===== src/rtl/bps_pkg.sv =====
// Shared types and constants for the beep pattern sequencer.
// No dependencies; every other RTL file uses these by scoped name.
`default_nettype none

package bps_pkg;

	localparam int QUEUE_DEPTH = 4;
	localparam int IDX_W = (QUEUE_DEPTH > 1) ? $clog2(QUEUE_DEPTH) : 1;
	localparam int CNT_W = $clog2(QUEUE_DEPTH + 1);

	typedef enum logic {
		CMD_ENQUEUE = 1'b0,
		CMD_UPDATE  = 1'b1
	} cmd_t;

	typedef struct packed {
		logic [15:0] on_ms;
		logic [15:0] period_ms;
		logic [7:0]  repeats;
	} tone_pattern_t;

	typedef struct packed {
		logic        cmd;
		logic [31:0] now_ms;
		logic [15:0] on_ms;
		logic [15:0] period_ms;
		logic [7:0]  repeats;
	} item_t;

	typedef struct packed {
		logic beep_level;
		logic playing;
		logic enqueue_dropped;
	} result_t;

endpackage

`default_nettype wire


===== src/rtl/bps_item_if.sv =====
// Valid/ready channel carrying one command transaction.
// Depends on bps_pkg for the payload type.
`default_nettype none

interface bps_item_if;
	logic            valid;
	logic            ready;
	bps_pkg::item_t  data;

	modport source (output valid, output data, input ready);
	modport sink   (input valid, input data, output ready);
endinterface

`default_nettype wire


===== src/rtl/bps_result_if.sv =====
// Valid/ready channel carrying one status result transaction.
// Depends on bps_pkg for the payload type.
`default_nettype none

interface bps_result_if;
	logic             valid;
	logic             ready;
	bps_pkg::result_t data;

	modport source (output valid, output data, input ready);
	modport sink   (input valid, input data, output ready);
endinterface

`default_nettype wire


===== src/rtl/beep_pattern_sequencer.sv =====
// Beep pattern sequencer top level: pattern queue, period timer, pin state.
// Depends on bps_pkg, bps_item_if and bps_result_if.
`default_nettype none

// Every accepted command transaction produces exactly one status result
// (pin level, playing flag, drop flag) that shows the state after that
// command. Enqueue commands push a pattern into a QUEUE_DEPTH-entry queue or
// flag a drop when it is full; update commands carry the millisecond time
// and advance the player. One command is taken per clock: the whole update
// is combinational logic around one 32-bit subtract between the state
// registers and the result register, so throughput is set only by the
// result register, which accepts a new command whenever it is empty or is
// being drained in the same cycle. The result is registered and is valid in
// the cycle after acceptance. There is no clearing pass after reset; queue
// entries hold no reset value and are only read after being written.
module beep_pattern_sequencer (
	input  wire          clk,
	input  wire          arst_n,
	bps_item_if.sink     items,
	bps_result_if.source results
);

	localparam int                        IDX_W = bps_pkg::IDX_W;
	localparam int                        CNT_W = bps_pkg::CNT_W;
	localparam logic [IDX_W:0]            DEPTH_X = (IDX_W + 1)'(bps_pkg::QUEUE_DEPTH);
	localparam logic [IDX_W-1:0]          LAST_IDX = IDX_W'(bps_pkg::QUEUE_DEPTH - 1);
	localparam logic [CNT_W-1:0]          FULL_CNT = CNT_W'(bps_pkg::QUEUE_DEPTH);

	// Queue storage, no reset: an entry is read only after it was pushed.
	bps_pkg::tone_pattern_t fifo_q [bps_pkg::QUEUE_DEPTH];

	logic [IDX_W-1:0]  head_q;
	logic [CNT_W-1:0]  count_q;
	bps_pkg::tone_pattern_t active_q;
	logic              active_flag_q;
	logic [31:0]       period_start_q;
	logic [7:0]        periods_done_q;
	logic              pin_q;

	logic              out_valid_q;
	bps_pkg::result_t  out_data_q;

	// Next-state values
	logic              accept;
	logic              push;
	logic              pop;
	logic [IDX_W-1:0]  tail_idx;
	logic [IDX_W:0]    tail_sum;
	logic [IDX_W-1:0]  head_d;
	logic [CNT_W-1:0]  count_d;
	bps_pkg::tone_pattern_t active_d;
	logic              active_flag_d;
	logic [31:0]       period_start_d;
	logic [7:0]        periods_done_d;
	logic              pin_d;
	logic              dropped_d;
	logic [31:0]       elapsed;
	logic [7:0]        done_inc;
	bps_pkg::item_t    item;

	assign item   = items.data;
	// Output register frees up when empty or when its result leaves now.
	assign items.ready = !out_valid_q || results.ready;
	assign accept = items.valid && items.ready;

	// Slot after the newest entry, wrapped at the queue depth.
	assign tail_sum = {1'b0, head_q} + (IDX_W + 1)'(count_q);
	assign tail_idx = (tail_sum >= DEPTH_X) ? IDX_W'(tail_sum - DEPTH_X) : tail_sum[IDX_W-1:0];

	assign elapsed  = item.now_ms - period_start_q;
	assign done_inc = periods_done_q + 8'd1;

	always_comb begin
		push           = 1'b0;
		pop            = 1'b0;
		head_d         = head_q;
		count_d        = count_q;
		active_d       = active_q;
		active_flag_d  = active_flag_q;
		period_start_d = period_start_q;
		periods_done_d = periods_done_q;
		pin_d          = pin_q;
		dropped_d      = 1'b0;

		case (bps_pkg::cmd_t'(item.cmd))
			bps_pkg::CMD_ENQUEUE: begin
				if (count_q != FULL_CNT) begin
					push    = 1'b1;
					count_d = count_q + CNT_W'(1);
				end else begin
					dropped_d = 1'b1;
				end
			end
			bps_pkg::CMD_UPDATE: begin
				if (active_flag_q) begin
					if (elapsed < {16'd0, active_q.on_ms}) begin
						pin_d = 1'b1;
					end else if (elapsed < {16'd0, active_q.period_ms}) begin
						pin_d = 1'b0;
					end else begin
						// period end: pin holds, timer restarts
						periods_done_d = done_inc;
						period_start_d = item.now_ms;
						if (done_inc >= active_q.repeats) begin
							active_flag_d = 1'b0;
						end
					end
				end else begin
					// idle: start the next pattern if one is queued
					if (count_q != '0) begin
						pop           = 1'b1;
						active_d      = fifo_q[head_q];
						head_d        = (head_q == LAST_IDX) ? '0 : head_q + IDX_W'(1);
						count_d       = count_q - CNT_W'(1);
						active_flag_d = 1'b1;
					end
					period_start_d = item.now_ms;
					periods_done_d = 8'd0;
				end
			end
			default: begin
			end
		endcase
	end

	always_ff @(posedge clk) begin
		if (accept && push) begin
			fifo_q[tail_idx] <= '{on_ms: item.on_ms, period_ms: item.period_ms,
				repeats: item.repeats};
		end
	end

	always_ff @(posedge clk or negedge arst_n) begin
		if (!arst_n) begin
			head_q         <= '0;
			count_q        <= '0;
			active_q       <= '0;
			active_flag_q  <= 1'b0;
			period_start_q <= '0;
			periods_done_q <= '0;
			pin_q          <= 1'b0;
			out_valid_q    <= 1'b0;
		end else begin
			if (accept) begin
				head_q         <= head_d;
				count_q        <= count_d;
				active_flag_q  <= active_flag_d;
				period_start_q <= period_start_d;
				periods_done_q <= periods_done_d;
				pin_q          <= pin_d;
				if (pop) begin
					active_q <= active_d;
				end
				out_valid_q <= 1'b1;
			end else if (results.ready) begin
				out_valid_q <= 1'b0;
			end
		end
	end

	// Result payload register
	always_ff @(posedge clk) begin
		if (accept) begin
			out_data_q.beep_level      <= pin_d;
			out_data_q.playing         <= active_flag_d;
			out_data_q.enqueue_dropped <= dropped_d;
		end
	end

	assign results.valid = out_valid_q;
	assign results.data  = out_data_q;

endmodule

`default_nettype wire

===== src/flat_wrapper.sv =====
// flat-port wrapper written by rule: the top's interface ports become plain ports
module beep_pattern_sequencer_flat 
  (clk, arst_n, items_valid, items_data, items_ready, results_valid, results_data, results_ready);
  bps_item_if items_i ();
  bps_result_if results_i ();
  input  wire clk;
  input  wire arst_n;
  input wire logic [$bits(items_i.valid)-1:0] items_valid;
  input wire logic [$bits(items_i.data)-1:0] items_data;
  output wire logic [$bits(items_i.ready)-1:0] items_ready;
  output wire logic [$bits(results_i.valid)-1:0] results_valid;
  output wire logic [$bits(results_i.data)-1:0] results_data;
  input wire logic [$bits(results_i.ready)-1:0] results_ready;
  assign items_i.valid = items_valid;
  assign items_i.data = items_data;
  assign items_ready = items_i.ready;
  assign results_valid = results_i.valid;
  assign results_data = results_i.data;
  assign results_i.ready = results_ready;
  beep_pattern_sequencer u_core (.clk(clk), .arst_n(arst_n), .items(items_i), .results(results_i));
endmodule

===== config.mk =====
export PLATFORM = sky130hd
export DESIGN_NAME = beep_pattern_sequencer_flat
export DESIGN_NICKNAME = d
export VERILOG_FILES = /design/src/rtl/bps_pkg.sv /design/src/rtl/bps_item_if.sv /design/src/rtl/bps_result_if.sv /design/src/rtl/beep_pattern_sequencer.sv /design/src/flat_wrapper.sv
export SDC_FILE = /design/constraint.sdc
export NUM_CORES = 1
export LEC_CHECK = 0
export BUFFER_PORTS_ARGS = -buffer_cell sky130_fd_sc_hd__buf_2
export CELL_PAD_IN_SITES_DETAIL_PLACEMENT = 1
export CELL_PAD_IN_SITES_GLOBAL_PLACEMENT = 1
export CORE_ASPECT_RATIO = 0.7
export CORE_UTILIZATION = 32
export DETAILED_ROUTE_END_ITERATION = 6
export MAX_ROUTING_LAYER = met4
export PLACE_DENSITY_LB_ADDON = 0.25
export SKIP_CTS_REPAIR_TIMING = 1
export SYNTH_ARGS = -nofsm -noshare
export SYNTH_HDL_FRONTEND = slang
export SYNTH_SLANG_ARGS = --single-unit

===== constraint.sdc =====
create_clock -name clk -period 6 [get_ports clk]
set_input_delay 0.3 -clock clk [delete_from_list [all_inputs] [get_ports clk]]
set_output_delay 0.3 -clock clk [all_outputs]
set_load 0.01 [all_outputs]

==> results of run 1 <==
-- routing by layer --
layer  vias up  GRT usage (%)
met5         -              -
met4         0           3.34
met3        38           2.83
met2       109           21.6
met1      3947           23.7
li1       3728              -
-- placed cells by master (no fill, tap or decap), types with 32 or more instances in the layout --
master	Yosys	layout
dfrtp_1	88	86
nor2_1	36	32
ha_1	72	72
inv_1	79	79
a21oi_1	44	44
dlygate4sd3_1	0	69
edfxtp_1	163	163
buf_2	7	80
nand2_1	45	44
mux4_2	40	40
mux2_2	73	73
-- area by class of cell --
cell class,count,area share [%]
antenna,1,0.0166
tap,527,4.37
multi-input combinational,544,32.6
timing repair buffer,159,7.72
clock inverter,17,1.85
inverter,79,1.96
clock buffer,31,4.43
sequential,251,47.0
-- critical path, cell delays in order --
cell and delay (ns):
dlygate4sd3_1 0.54, buf_2 0.11, inv_1 0.04, ha_1 0.22, fa_1 0.42, nor2b_1 0.25
o2111a_1 0.23, nor2_1 0.07, o21a_1 0.20, o21ai_0 0.20, xor2_1 0.30, ha_1 0.30
a21o_1 0.16, a221oi_1 0.35, o21ai_0 0.22, a22oi_1 0.21, a31o_2 0.79, mux2_2 0.41
-- logic make-up after synthesis --
family                     count (synthesis)  synth area share (%)
DFF                                      251                  57.1
AOI/OAI and AO/OA                        169                  9.33
and+or+nand+nor                          152                  6.07
muxes                                    114                  13.9
buffers and inverters                    110                  3.59
adders and majority gates                 74                  7.56
xor gates and xnor gates                  35                  2.46
-- power by group --
group / total [mW] / switching [mW] / internal (mW)
sequential: 2.38 / 0.165 / 2.22
clock: 1.79 / 0.723 / 1.07
combinational: 2.20 / 1.20 / 0.998
total: 6.37 / 2.09 / 4.29
-- per-stage QoR --
stage,util (%),hold WS [ns]
finish,39.4,0.00949
global route,39.4,0.00712
CTS,37.6,-0.203
detailed placement,35.1,0.394
global placement,35.1,0.388
floorplan,-,0.00441
-- flip-flops by register name, indices dropped and copies added (netlist names) --
| register | flops |
|---|---|
| u_core.fifo_q | 160 |
| u_core.active_q | 40 |
| u_core.period_start_q | 32 |
| u_core.periods_done_q | 8 |
| u_core.count_q | 3 |
| u_core.results.data | 3 |
| u_core.head_q | 2 |
| u_core.active_flag_q | 1 |
| u_core.pin_q | 1 |
| u_core.results.valid | 1 |
-- worst paths after layout --
kind                                                 startpoint                                    end  slack (ns)
max reg2reg                u_core.period_start_q[0]$_DFFE_PN0P_  u_core.period_start_q[10]$_DFFE_PN0P_        1.10
min                                              items_data[43]   u_core.period_start_q[3]$_DFFE_PN0P_       0.009
min in group asynchronous                                arst_n  u_core.period_start_q[11]$_DFFE_PN0P_        0.31
max                                              items_data[40]  u_core.period_start_q[10]$_DFFE_PN0P_        1.06
max in group asynchronous                                arst_n           u_core.head_q[1]$_DFFE_PN0P_        4.63
min reg2reg                            u_core.pin_q$_DFFE_PN0P_               u_core.pin_q$_DFFE_PN0P_        0.50
==> results.md, run 1 <==
- DR iter-0 viols: 340
- Routed len/inst: 18.4 µm
- Num CTS Buffers: 26
- DRT met1 WL: 15800 µm
- Synth cell count leaders: edfxtp_1 (163), dfrtp_1 (88), inv_1 (79), mux2_2 (73), ha_1 (72)
- CP max FO: 33
- Drt drc: 0
- Post-layout min period: 4.94 ns
- Clock tree buffer depth: 3
- Clk sinks: 251
- Largest net degree at the start of global routing: 49
- Largest vdd supply drop: 0.206 mV
- Critical path type: in -> reg
- Final period util: 82.4%
- Placed Instance Area: 13500 µm²
- CTS HTree Levels: 1
- # fillers: 3995
- Final-report hold violation count: 0
- Setup-failing EPs final: 0
- Syn nets: 1056
- Unrepaired setup endpoints after global routing: false
- Yosys top cell area share: 39.4%
- Starting Density: 32.4%
- Mean Syn Cell Area: 13.7 µm²
- First-pass GRT wire length: 46900 µm
- Vias in the first global route: 7980
- Setup TNS: 0 ns
- CTS tree: done
- Detailed Routing Iterations Pass 1: 4
- Cell Count, Final, Fillers Out: 1609
- Worst Hold Class: in -> reg
- CP Launch Type: input port
- Arrival @ worst endpoint: 5.39 ns
- Clock skew: 0.0153 ns
- Worst skew pair latency: 0.57 ns
- Detail Route met3 WL: 1030 µm
- Multi-input gate area: 4930 µm²
- Synthesized cell area: 12400 µm²
- Worst-margin pin slew: 0.964 ns
- IO Count: 82
- Worst slew margin: 35.8%
- Post-synth EDFFs: 163
- DR WL met2: 12300 µm
- Die Width: 238 µm
- Area delta synth->final: 21.4%
- Final GP Congestion: 0.856
- Top-count cell post-synth: edfxtp_1
- Die height: 167 µm
- FP Rows: 60
- ANT nets after route: 0
- IO Port Bufs: 81
- Total core area: 38400 µm²
- Setup ws final: 1.06 ns
- WL final: 29700 µm
- Post-Synthesis Cells: 905
- CP Capture Type: flip-flop
- Top routing layer in use: met4
- Layout cell share with drive strength beyond 1: 25.1%
- Vias per Instance: 4.86
- Detailed-route via count: 7822
- Area leader, netlist: edfxtp_1
- Pre-CTS setup slack: 1.06 ns
- GRT Overall Usage: 15.6%
- WHS Path Cells: 2
- Fmax: 202 MHz
- R2r worst-path depth: 15
- Synth cell types: 70
- Max cap viols: 0
- Final Cell Area: 15100 µm²
- Total congestion overflow: 0
- Final nets: 1212
- FF+latch area: 7100 µm²
- Tot Pwr: 6.37 mW
- Initial antenna violation count: 1
- Status: completed
- Max Slew Vio Count: 0
- Async set-reset flop share out of synthesis: 35.1%
- Synth Flop Type: edfxtp_1
- Synth area leaders: edfxtp_1 (39%), dfrtp_1 (18%), ha_1 (7.2%)
- Hpwl dp: 20600 µm
- Flops & latches, synth: 251
- Die area: 39700 µm²
- Leak: 6.03 nW
- Sequential element share of the synthesized area: 57.1%
- Syn. warnings: 0
- Root Driver: clkbuf_16
- Data required, critical path: 6.45 ns
- Reg clk slew, reported paths: 0.06 ns
- Dpl cells: 1491
- Power per cell area: 422 nW/µm²
Note: power is estimated with default switching activity, not from simulation.
==> run 2, diff against run 1 <==
--- a/config.mk
+++ b/config.mk
@@ -5,6 +5,7 @@
 export SDC_FILE = /design/constraint.sdc
 export NUM_CORES = 1
 export LEC_CHECK = 0
+export ABC_AREA = 1
 export BUFFER_PORTS_ARGS = -buffer_cell sky130_fd_sc_hd__buf_2
 export CELL_PAD_IN_SITES_DETAIL_PLACEMENT = 1
 export CELL_PAD_IN_SITES_GLOBAL_PLACEMENT = 1
==> constraint.sdc (replaced) <==
create_clock -name clk -period 4.08 [get_ports clk]
set_input_delay 0.204 -clock clk [delete_from_list [all_inputs] [get_ports clk]]
set_output_delay 0.204 -clock clk [all_outputs]
set_load 0.01 [all_outputs]
==> results.md, run 2 <==
- Status: completed
- GRT Overall Usage: 18.5% (+2.8 points)
- CP max FO: 32 (-3.0%)
- Syn. warnings: 0 (unchanged)
- Area delta synth->final: 20.0%
- Synth area leaders: edfxtp_1 (37%), dfrtp_1 (17%), nand2_1 (10%)
- Post-synth EDFFs: 163 (unchanged)
- Yosys top cell area share: 37.1% (-2.3 points)
- Layout cell share with drive strength beyond 1: 11.7% (-13 points)
- Initial antenna violation count: 0 (-1)
- Detailed Routing Iterations Pass 1: 4 (unchanged)
- Starting Density: 32.9% (+0.46 points)
- Die Width: 245 µm (+3.0%)
- Worst slew margin: 42.8% (+7.0 points)
- # fillers: 4724 (+18%)
- Final period util: 93.4%
- Area leader, netlist: edfxtp_1
- Hpwl dp: 26600 µm (+30%)
- Worst Hold Class: in -> reg
- Multi-input gate area: 5090 µm² (+3.3%)
- Vias in the first global route: 10.4k (+30%)
- Routed len/inst: 17.2 µm (-6.6%)
- Worst skew pair latency: 0.56 ns (about the same)
- WL final: 37500 µm (+26%)
- Slack of the worst reg-to-reg path: 0.27 ns (-0.83 ns)
- Top cell by count, worst path: nand2_1
- Mean Syn Cell Area: 8.99 µm² (-35%)
- Final core occ: 39.5% (+0.12 points)
- Setup ws final: 0.269 ns (-0.789 ns)
- Num CTS Buffers: 29 (+12%)
- Pre-CTS setup slack: 0.227 ns (-0.838 ns)
- Post-Synthesis Cells: 1468 (+62%)
- Clock skew: 0.0237 ns (+0.00839 ns)
- Total core area: 40100 µm² (+4.7%)
- Critical path's slowest cell: ha_1
- CP Launch Type: flip-flop
- Final nets: 1773 (+46%)
- Largest vdd supply drop: 0.574 mV (+180%)
- Synthesized cell area: 13200 µm² (+6.1%)
- Syn nets: 1619 (+53%)
- Most common cell after layout, fill and taps aside: nand2_1
- IO Port Bufs: 81 (unchanged)
- Largest regs: u_core.fifo_q x160, u_core.active_q x40, u_core.period_start_q x32
- Flops & latches, synth: 251 (unchanged)
- Fmax: 262 MHz
- Largest Register: u_core.fifo_q
- CTS HTree Levels: 1 (unchanged)
- Power per cell area: 606 nW/µm² (+44%)
- Clk sinks: 251 (unchanged)
- Setup-failing EPs final: 0 (unchanged)
- Die area: 42100 µm² (+6.1%)
- FF+latch area: 7100 µm² (about the same)
- Data required, critical path: 4.51 ns (-1.94 ns)
- Final GP Congestion: 0.875 (+2.1%)
- First-pass GRT wire length: 58700 µm (+25%)
- FP Rows: 61 (+1.7%)
- Unrepaired setup endpoints after global routing: false
- Top-count cell post-synth: nand2_1
- Max Slew Vio Count: 0 (unchanged)
- Clock tree buffer depth: 3 (unchanged)
- Most frequent cells in the layout: nand2_1 (368), inv_1 (216), edfxtp_1 (163)
- Crit-path cells: inv_1 -> ha_1 -> nand2_1 -> nor2_1 -> nand3_1 -> nand3_2 -> xor2_2 -> ha_1 -> a21oi_1 -> nor3_1 -> a211oi_1 -> nand2_1 -> a21oi_1 -> nand3_2 -> nand2_2 -> nor2_8 -> buf_12 -> nand2_1 -> o21ai_2
- Sequential element share of the synthesized area: 53.8% (-3.3 points)
- Post-layout min period: 3.81 ns
- Async set-reset flop share out of synthesis: 35.1% (unchanged)
- ANT nets after route: 0 (unchanged)
- Critical path type: reg -> reg
- Synth cell types: 39 (-44%)
- Synth cell count leaders: nand2_1 (368), inv_1 (216), edfxtp_1 (163), nor2_1 (145), o21ai_0 (135)
- IO Count: 82 (unchanged)
- Detailed-route via count: 10.3k (+31%)
- Arrival @ worst endpoint: 4.24 ns (-1.15 ns)
- Final-report hold violation count: 0 (unchanged)
- Total congestion overflow: 0 (unchanged)
- # diodes: 0 (-1)
- Leak: 7.09 nW (+18%)
- Drt drc: 0 (unchanged)
- Largest net degree at the start of global routing: 85 (+73%)
- CTS tree: done
- Root Driver: clkbuf_16
- Worst-margin pin slew: 0.858 ns (-0.105 ns)
- CP Capture Type: flip-flop
- Vias per Instance: 4.71 (-3.1%)
- DR iter-0 viols: 471 (+39%)
- Max cap viols: 0 (unchanged)
- Max FFs per register: 160 (unchanged)
- Die height: 172 µm (+3.0%)
- Worst path max stage delay: 0.39 ns (-0.40 ns)
- Synth Flop Type: edfxtp_1
- Reg clk slew, reported paths: 0.06 ns (about the same)
## run 2: metal layers
layer / track usage, % / vias up / share of wire [%]
met5: - / - / 0
met1: 27.0 / 4994 / 52
met2: 27.6 / 107 / 43
li1: - / 5120 / -
met4: 3.67 / 0 / 1.6
met3: 1.96 / 39 / 2.9
## run 2: critical path: cells and delay by family (launching register included)
kind                     cells  cell delay (ns)
AND/OR/NAND/NOR             10             1.53
adder cells (fa/ha/maj)      2             0.68
AO/OA/AOI/OAI                4             0.64
flip-flops                   1             0.32
XOR/XNOR                     1             0.25
buffers and inverters        2             0.24
## run 2: final cells by class
class | count | area share, %
Clock buffer | 38 | 4.79
Timing Repair Buffer | 167 | 7.96
Tap cell | 535 | 4.22
Inverter | 221 | 5.23
Clock inverter | 15 | 0.884
Multi-Input combinational cell | 952 | 32.1
Sequential cell | 251 | 44.8
## run 2: through the flow
step	power (mW)	hold slack, ns	std cells	TNS, ns	area (µm²)
after detailed placement	7.12	0.332	2053	0	14200
final	9.60	0.00831	2179	0	15800
after floorplan	5.92	-0.0916	1468	-42.27	13200
after global placement	6.99	0.323	2053	0	14200
after global routing	10.3	0.0349	2179	0	15800
after CTS	9.68	-0.264	2106	0	15100
## run 2: cell families after synthesis
| kind of cell | synth area share (%) |
|---|---|
| buffers and inverters | 7.95 |
| xor gates and xnor gates | 1.59 |
| DFF | 53.8 |
| AOI/OAI and AO/OA | 11.0 |
| and+or+nand+nor | 18.6 |
| adders and majority gates | 7.13 |
## run 2: power by group
group          internal, mW  switching (mW)  leakage [nW]
registers              3.30           0.220          2.56
clock network          1.44            1.06         0.433
logic                  1.17            2.42          4.10
## run 2: final timing paths
kind,depth (start not counted),startpoint,endpoint
worst min register to register,1,u_core.count_q[2]$_DFFE_PN0P_,u_core.count_q[2]$_DFFE_PN0P_
max in group asynchronous,3,arst_n,u_core.active_q[36]$_DFFE_PN0P_
worst max-delay path,19,u_core.period_start_q[5]$_DFFE_PN0P_,u_core.period_start_q[12]$_DFFE_PN0P_
min in group asynchronous,2,arst_n,u_core.period_start_q[17]$_DFFE_PN0P_
worst min-delay path,4,results_ready,u_core.results.valid$_DFFE_PN0P_
worst max register to register,19,u_core.period_start_q[5]$_DFFE_PN0P_,u_core.period_start_q[12]$_DFFE_PN0P_
==> run 3, diff against run 2 <==
--- a/config.mk
+++ b/config.mk
@@ -9,7 +9,6 @@
 export BUFFER_PORTS_ARGS = -buffer_cell sky130_fd_sc_hd__buf_2
 export CELL_PAD_IN_SITES_DETAIL_PLACEMENT = 1
 export CELL_PAD_IN_SITES_GLOBAL_PLACEMENT = 1
-export CORE_ASPECT_RATIO = 0.7
 export CORE_UTILIZATION = 32
 export DETAILED_ROUTE_END_ITERATION = 6
 export MAX_ROUTING_LAYER = met4
==> results.md, run 3 (synthesized netlist as in run 2, its figures left out) <==
- Status: completed
- Worst-margin pin slew: 0.936 ns (+0.0777 ns)
- Placed Instance Area: 14200 µm² (-0.15%)
- Starting Density: 32.4% (-0.48 points)
- Final Cell Area: 16000 µm² (+1.1%)
- # fillers: 4709 (-0.32%)
- Worst Hold Class: in -> reg
- Hold Path Sink: u_core.results.valid$_DFFE_PN0P_
- Min Hold Slack: 0.0227 ns (+0.0144 ns)
- Final nets: 1778 (+0.28%)
- Die area: 42100 µm² (about the same)
- Worst R2R Start: u_core.period_start_q[8]$_DFFE_PN0P_
- ANT nets after route: 0 (unchanged)
- Worst slew margin: 37.6% (-5.2 points)
- CTS tree: done
- Leak: 7.17 nW (+1.1%)
- Worst skew pair latency: 0.58 ns (+0.02 ns)
- Largest net degree at the start of global routing: 85 (unchanged)
- Setup TNS: 0 ns (unchanged)
- WHS Path Cells: 3 (-1)
- Detailed-route via count: 10.3k (+0.078%)
- Max Slew Vio Count: 0 (unchanged)
- Clock skew: 0.0159 ns (-0.00780 ns)
- Clk sinks: 251 (unchanged)
- Hpwl dp: 24300 µm (-8.7%)
- Total congestion overflow: 0 (unchanged)
- Unrepaired setup endpoints after global routing: false
- Tot Pwr: 9.90 mW (+3.1%)
- GRT Overall Usage: 17.4% (-1.1 points)
- Worst reg2reg endpoint: u_core.periods_done_q[7]$_DFFE_PN0P_
- Max FFs per register: 160 (unchanged)
- Vias per Instance: 4.70 (-0.11%)
- IO Port Bufs: 81 (unchanged)
- IO Count: 82 (unchanged)
- Drt drc: 0 (unchanged)
- Total core area: 40700 µm² (+1.5%)
- WL final: 35900 µm (-4.3%)
- DR iter-0 viols: 430 (-8.7%)
- Most common cell after layout, fill and taps aside: nand2_1
- Largest regs: u_core.fifo_q x160, u_core.active_q x40, u_core.period_start_q x32
- First-pass GRT wire length: 55700 µm (-5.1%)
- Worst Setup SP: u_core.period_start_q[8]$_DFFE_PN0P_
- Power per cell area: 618 nW/µm² (+2.0%)
- Reg clk slew, reported paths: 0.06 ns (about the same)
- FP Rows: 74 (+21%)
- Fmax: 272 MHz (+3.8%)
- R2r worst-path depth: 18 (-1)
- Final period util: 90.0% (-3.4 points)
- Largest Register: u_core.fifo_q
- Max cap viols: 0 (unchanged)
- Most frequent cells in the layout: nand2_1 (368), inv_1 (215), edfxtp_1 (163)
- Detailed Routing Iterations Pass 1: 4 (unchanged)
- Root Driver: clkbuf_16
- Routed len/inst: 16.4 µm (-4.5%)
- Final-report hold violation count: 0 (unchanged)
- CTS HTree Levels: 1 (unchanged)
- Clock tree buffer depth: 3 (unchanged)
- CP max FO: 18 (-44%)
- CP Launch Type: flip-flop
- Area delta synth->final: 21.3%
- Critical path type: reg -> reg
- Setup-failing EPs final: 0 (unchanged)
- HP Start: items_valid
- Vias in the first global route: 10.4k (+0.33%)
- Initial antenna violation count: 1 (+1)
- Die Width: 205 µm (-16%)
- Final GP Congestion: 0.830 (-5.1%)
- Data required, critical path: 4.59 ns (+0.08 ns)
- Num CTS Buffers: 29 (unchanged)
- Arrival @ worst endpoint: 4.19 ns (-0.05 ns)
- Slack of the worst reg-to-reg path: 0.41 ns (+0.14 ns)
- Die height: 205 µm (+19%)
- CP Capture Type: flip-flop
- Post-layout min period: 3.67 ns (-0.139 ns)
- Largest vdd supply drop: 0.367 mV (-36%)
- Layout cell share with drive strength beyond 1: 12.3% (+0.62 points)
-- run 3: layer usage --
layer  vias up  track usage, %  share of wire, %  routed length (µm)
met1      4967            22.2                47               16900
met3        43            2.34               3.0                1080
met4         0            4.44               2.3                 815
li1       5133               -                 -                   -
met2       125            29.0                48               17100
met5         -               -                 0                   0
-- run 3: worst max-delay path by stage --
| stage | slack [ns] | end | cells past startpoint |
|---|---|---|---|
| CTS | 0.08 | u_core.period_start_q[7]$_DFFE_PN0P_ | 18 |
| detailed placement | 0.15 | u_core.period_start_q[12]$_DFFE_PN0P_ | 18 |
| global route | 0.006 | u_core.period_start_q[15]$_DFFE_PN0P_ | 18 |
| global placement | 0.23 | u_core.periods_done_q[2]$_DFFE_PN0P_ | 18 |
| floorplan | -0.26 | u_core.fifo_q[0][0]$_DFFE_PP_ | 5 |
| finish | 0.41 | u_core.periods_done_q[7]$_DFFE_PN0P_ | 18 |
-- run 3: worst max-delay path, cell delays in order, from the launching register on --
cell and delay, ns:
dfrtp_1 0.32, inv_1 0.06, ha_1 0.39, nand2_1 0.13
nor2_1 0.21, nand3_1 0.13, nand3_1 0.12, xor2_1 0.31
ha_1 0.20, inv_1 0.06, nor3_1 0.21, a211oi_1 0.08
a21oi_1 0.15, nor2_1 0.08, nand3_2 0.10, nand2_4 0.12
nor2_4 0.68, nand3_1 0.14, nand2_1 0.11
-- run 3: final cells by class --
| class | count | area (µm²) | share of cell area (%) |
|---|---|---|---|
| inverters | 221 | 830 | 5.18 |
| multi-input cells | 954 | 5110 | 31.9 |
| clock buffers | 32 | 737 | 4.60 |
| flip-flops and latches | 251 | 7100 | 44.3 |
| well taps | 532 | 666 | 4.16 |
| diodes | 1 | 2.50 | 0.0156 |
| clock inverters | 22 | 307 | 1.91 |
| repair buffers | 170 | 1260 | 7.89 |
-- run 3: metrics by stage --
stage,util (%),instances,worst slack [ns]
2_1_floorplan,-,1468,-0.264
4_1_cts,37.4,2105,0.0802
5_1_grt,39.3,2183,0.00630
3_5_place_dp,34.8,2051,0.147
3_3_place_gp,34.8,2051,0.228
6_report,39.3,2183,0.408
-- run 3: power breakdown --
part | leakage, nW | switching (mW) | internal [mW] | total [mW]
Combinational | 4.10 | 2.37 | 1.18 | 3.55
Sequential | 2.56 | 0.216 | 3.30 | 3.51
Clock | 0.504 | 1.08 | 1.75 | 2.83
